--- src/rtl/core/lvp_pkg.sv ---
`default_nettype none
package lvp_pkg;

	localparam int MAX_LEN   = 1024;
	localparam int LEN_W     = 11;
	localparam int POS_W     = $clog2(MAX_LEN + 1);
	localparam int SP_W      = $clog2(MAX_LEN + 2);
	localparam int ADDR_W    = $clog2(MAX_LEN);
	localparam int RAM_DEPTH = 2 ** ADDR_W;

	localparam logic [7:0] OPEN_CODE = 8'h28;

	typedef struct packed {
		logic [7:0] char_code;
		logic       is_last;
	} char_beat_t;

	typedef struct packed {
		logic [LEN_W-1:0] max_length;
		logic             overflow;
	} res_beat_t;

	typedef struct packed {
		logic              we;
		logic [ADDR_W-1:0] waddr;
		logic [POS_W-1:0]  wdata;
		logic [ADDR_W-1:0] raddr;
	} ram_req_t;

	typedef struct packed {
		logic      valid;
		res_beat_t beat;
	} scan_res_t;

endpackage
`default_nettype wire

--- src/rtl/core/lvp_scan.sv ---
`default_nettype none
module lvp_scan (
	input  wire                          clk,
	input  wire                          arst_n,
	input  wire                          take,
	input  lvp_pkg::char_beat_t          beat,
	input  wire  [lvp_pkg::POS_W-1:0]    rd_data,
	output lvp_pkg::ram_req_t            ram_req,
	output lvp_pkg::scan_res_t           res
);
	import lvp_pkg::*;

	// top and second entry live in flops, the rest of the stack in ram
	logic [POS_W-1:0] top_q, top_d;
	logic [POS_W-1:0] under_q, under_d;
	logic [SP_W-1:0]  sp_q, sp_d;
	logic [POS_W-1:0] pos_q, pos_d;
	logic [POS_W-1:0] best_q, best_d;
	logic             ovf_q, ovf_d;

	logic [POS_W-1:0]       here;
	logic [POS_W-1:0]       len;
	logic [SP_W-1:0]        sp_wr;
	logic [SP_W-1:0]        sp_rd;
	logic [POS_W+LEN_W-1:0] best_wide;

	assign here  = pos_q + POS_W'(1);
	assign len   = (here >= under_q) ? (here - under_q) : '0;
	assign sp_wr = sp_q - SP_W'(2);
	assign sp_rd = sp_d - SP_W'(3);

	always_comb begin
		top_d      = top_q;
		under_d    = under_q;
		sp_d       = sp_q;
		pos_d      = pos_q;
		best_d     = best_q;
		ovf_d      = ovf_q;
		ram_req.we = 1'b0;
		if (take) begin
			if (pos_q >= POS_W'(MAX_LEN)) begin
				ovf_d = 1'b1;
			end else if (beat.char_code == OPEN_CODE) begin
				pos_d = here;
				if (sp_q < SP_W'(MAX_LEN + 1)) begin
					top_d      = here;
					under_d    = top_q;
					sp_d       = sp_q + SP_W'(1);
					ram_req.we = (sp_q >= SP_W'(2));
				end
			end else begin
				pos_d = here;
				if (sp_q <= SP_W'(1)) begin
					// stack emptied: this position is the new base
					top_d = here;
					sp_d  = SP_W'(1);
				end else begin
					top_d   = under_q;
					under_d = rd_data;
					sp_d    = sp_q - SP_W'(1);
					if (len > best_q) begin
						best_d = len;
					end
				end
			end
		end
		best_wide      = {LEN_W'(0), best_d};
		res.valid      = take && beat.is_last;
		res.beat.max_length = best_wide[LEN_W-1:0];
		res.beat.overflow   = ovf_d;
		if (take && beat.is_last) begin
			top_d  = '0;
			sp_d   = SP_W'(1);
			pos_d  = '0;
			best_d = '0;
			ovf_d  = 1'b0;
		end
		// the entry pushed down lands where the next prefetch reads, unless the push ends the string
		ram_req.waddr = sp_wr[ADDR_W-1:0];
		ram_req.wdata = under_q;
		ram_req.raddr = sp_rd[ADDR_W-1:0];
	end

	always_ff @(posedge clk or negedge arst_n) begin
		if (!arst_n) begin
			top_q  <= '0;
			sp_q   <= SP_W'(1);
			pos_q  <= '0;
			best_q <= '0;
			ovf_q  <= 1'b0;
		end else begin
			top_q  <= top_d;
			sp_q   <= sp_d;
			pos_q  <= pos_d;
			best_q <= best_d;
			ovf_q  <= ovf_d;
		end
	end

	always_ff @(posedge clk) begin
		under_q <= under_d;
	end

endmodule
`default_nettype wire

--- config.mk ---
export PLATFORM = sky130hd
export DESIGN_NAME = lvp_scan
export DESIGN_NICKNAME = d
export VERILOG_FILES = /design/src/rtl/core/lvp_pkg.sv /design/src/rtl/core/lvp_scan.sv
export SDC_FILE = /design/constraint.sdc
export NUM_CORES = 1
export LEC_CHECK = 0
export BUFFER_PORTS_ARGS = -buffer_cell sky130_fd_sc_hd__buf_2
export CELL_PAD_IN_SITES_DETAIL_PLACEMENT = 1
export CELL_PAD_IN_SITES_GLOBAL_PLACEMENT = 2
export CORE_MARGIN = 3
export CORE_UTILIZATION = 25
export CTS_CLUSTER_DIAMETER = 30
export DETAILED_ROUTE_END_ITERATION = 12
export GPL_TIMING_DRIVEN = 0
export PLACE_DENSITY_LB_ADDON = 0.1
export SETUP_SLACK_MARGIN = 0.15
export SYNTH_ARGS = -nofsm -noshare
export SYNTH_HDL_FRONTEND = slang
export SYNTH_SLANG_ARGS = --single-unit
--- constraint.sdc ---
create_clock -name clk -period 15.1 [get_ports clk]
set_input_delay 3.02 -clock clk [delete_from_list [all_inputs] [get_ports clk]]
set_output_delay 3.02 -clock clk [all_outputs]
set_load 0.02 [all_outputs]
==> summary.md <==
| Metric | Value |
|---|---|
| Reg2Reg Setup Slack | 9.50 ns |
| Via count | 4,304 |
| Max cap viols | 0 |
| CTS H-tree lvls | 2 |
| CTS resizes | 0 |
| Core Box Area | 17,500 µm² |
| Commonest cells in the netlist | nand2_1 (83), dfrtp_1 (44), inv_1 (44) |
| Die ar. | 19,800 µm² |
| Status | finished, final reports clean |
| Post-synth cell types | 75 |
| Post-synthesis async set-or-reset flop share | 0.804 |
| CTS Buf Count | 5 |
| Number of enable flip-flop cells after synthesis | 11 |
| Fin crit share | 0.599 |
| Drt pass-1 iters | 4 |
| Row cnt | 48 |
| P_leak | 0.00246 µW |
| Headroom to the max-slew limit | 0.212 |
| Detailed placement HPWL | 12,400 µm |
| Gpl congestion | between 0.8 and 0.9 |
| CP Cell Sequence | clkbuf_1, nor2b_1, nand2b_1, clkbuf_1, nor2_1, a221oi_1, inv_1, ha_1, nand4b_1, nor3_1, xor2_1, buf_2 |
| Initial Util | 0.258 |
| Startpoint types | input port |
| Final hold vios | 0 |
| Hold Path Origin | top_q[1] |
| Maximum vdd drop | 91.4 µV |
| PD cells | 217 nW/µm² |
| IO Port Bufs | between 60 and 70 |
| Layout cells sized above 1 | 0.171 |
| Multi-input logic area | 2780 µm² |
| Antenna violations before repair | 0 |
| R2R Path End | best_q[10] |
| Horiz. Die Dim | 141 µm |
| Fmax | 0.111 GHz |
| Non-filler instance count after layout | around 850 |
| CP bufs+invs | 4 |
| TritonCTS clock tree | done |
| CTS Root Cell | clkbuf_16 |
| Nets | 677 |
| Crit end category | output port |
| Syn_nets | 604 |
| Placed cells | ~840 |
| Sequential fraction of the synthesis area | 0.322 |
| Clock-pin slew on the worst setup and hold paths | 0.09 ns |
| Number of clock sinks | 56 |
| Total gr overflow | 0 |
| Total track usage | 0.162 |
| Vias per Instance | 5.09 |
| Skew-Pair Late Insertion Delay | 0.31 ns |
| CP max stage cell | a221oi_1 |
| Setup violations, final | 0 |
| Synthesis-stage register bit count | 56 |
| Crit Path Max Fanout | 10 |
| WL/cell | 18.7 µm |
| Remaining antenna violation count | 0 |
| Top-count cell post-synth | nand2_1 |
| CTS Hold Bufs | 0 |
| Class of the worst hold path | flop to flop |
| Syn Area/Cell | about 8.3 µm² |
| Worst path required time | roughly 12 ns |
| DRC Markers | 0 |
| I/O Pins | 68 |
| Critical R2R Launch | pos_q[0] |
| Final Slew Violations | 0 |
| Routed WL | 15,800 µm |
| First-pass GRT wire length | 25,300 µm |
| Critical path class | input port to output port |
| Die H | 141 µm |
| Crit path to | ram_req[8] |
| Post-synth top area share | 0.243 |
| Mapped cell area | 4530 µm² |
| FILL cells | 2,131 |
| Pin count of the biggest net entering global routing | 46 |
| WP depth | 12 |
| Setup Skew | 0.00854 ns |
| CTS Buffer Depth | 2 |
| Synth Flop Type | dfrtp_1 |
| RSZ-0062 raised after global routing | false |
| Flip-flop and latch area | between 1000 and 1500 µm² |
| R2R depth | 21 |
| Crit-path most repeated cell | clkbuf_1 |
| Number of global-route vias before repair | ~4,500 |
| Synth area leaders | dfrtp_1 (24%), ha_1 (9.1%), edfxtp_1 (7.3%) |
| Antenna Cells | 0 |
| Largest delay share family, worst path | simple AND/OR/NAND/NOR gates |
| Worst Setup SP | take |
| Final setup TNS | 0 ns |
| Synth area leader | dfrtp_1 |
| Area grow syn2layout | 16.9% |
| Crit path arrival time | about 6 ns |
| Slew @ Worst Pin | 1.18 ns |
| Largest stage delay on the critical path | 0.62 ns |
| Postcts setup bufs | 0 |
| Synth warnings | 0 |
| Starting DRC count in detailed routing | 180 |
| Gate Count Post-Synth | 547 |
| Min Tclk post-route | 9.05 ns |
-- area by class of cell --
type                       count  share of cell area
buffer                        25              0.0236
clock buffer                   5              0.0236
clock inverter                 3             0.00543
inverter                      44              0.0312
multi-input combinational    422               0.526
sequential                    56               0.275
tap                          225              0.0531
timing repair buffer          66              0.0624
-- per-layer routing --
metal,track usage,wire [µm],share of wire
met3,0.0217,459,0.029
met2,0.265,7190,0.45
met1,0.227,7910,0.50
met4,0.0377,269,0.017
met5,0,0,0
-- flip-flops by register name, summed over array words and instances, names as in the netlist --
name,count
ovf_q,1
top_q,11
under_q,11
sp_q,11
best_q,11
pos_q,11
-- metrics by stage --
step	area (µm²)	power (µW)	util	hold slack (ns)	worst slack, ns
4_1_cts	5300	1170	0.302	0.501	6.02
3_5_place_dp	5140	1030	0.293	0.480	6.03
2_1_floorplan	4530	773	-	0.450	6.44
5_1_grt	5300	1260	0.302	0.538	5.60
3_3_place_gp	5140	1020	0.293	0.465	6.04
6_report	5300	1150	0.302	0.495	6.05
-- cells in the final DEF, fill, tap and decap left out, types with 7 or more instances in the layout --
cell and count:
nor4_1 7, ha_1 33, inv_1 44, nor2_1 32
nand4_1 10, edfxtp_1 11, o21a_1 9, o21ai_0 41
buf_2 70, xnor2_1 11, nor3_1 14, xor2_1 13
nand2_1 83, nand3_1 16, clkbuf_1 16, and3_1 10
a21oi_1 31, dfrtp_1 44, nor2b_1 10
-- worst min path at each step --
stage / end / cells after the start
finish: top_q[1] / 2
global placement: top_q[10] / 2
floorplan: top_q[0] / 2
detailed placement: top_q[6] / 2
CTS: top_q[6] / 2
global route: top_q[10] / 2
-- cells by family (layout without fill, tap and decap cells) --
group | Yosys count | count (layout) | share of synthesized area
adders and majority gates | 34 | 34 | 0.0955
muxes | 2 | 2 | 0.00497
and+or+nand+nor | 218 | 218 | 0.248
DFF | 56 | 56 | 0.322
AOI/OAI and AO/OA | 144 | 144 | 0.219
xor gates and xnor gates | 24 | 24 | 0.0464
buffers and inverters | 69 | 143 | 0.0641
-- power breakdown --
part           internal, µW  switching [µW]  total (µW)
sequential              201            30.6         232
combinational           258             529         787
clock                  64.4            67.6         132
-- worst reg2reg max path: stages (launching register included) --
cell      delay (ns)
dfrtp_1         0.50
ha_1            0.32
and3_1          0.19
clkbuf_1        0.24
xor2_1          0.28
ha_1            0.34
nand4_1         0.14
nor2_1          0.06
o21ai_0         0.15
nand2b_1        0.07
a31oi_1         0.61
a31oi_1         0.29
ha_1            0.36
nor2b_1         0.13
o21a_1          0.12
o21a_1          0.10
o21ai_0         0.06
a211oi_1        0.38
o41a_1          0.18
clkbuf_1        0.41
mux2_1          0.39
and2_1          0.16
(Power assumes the default switching activity.)
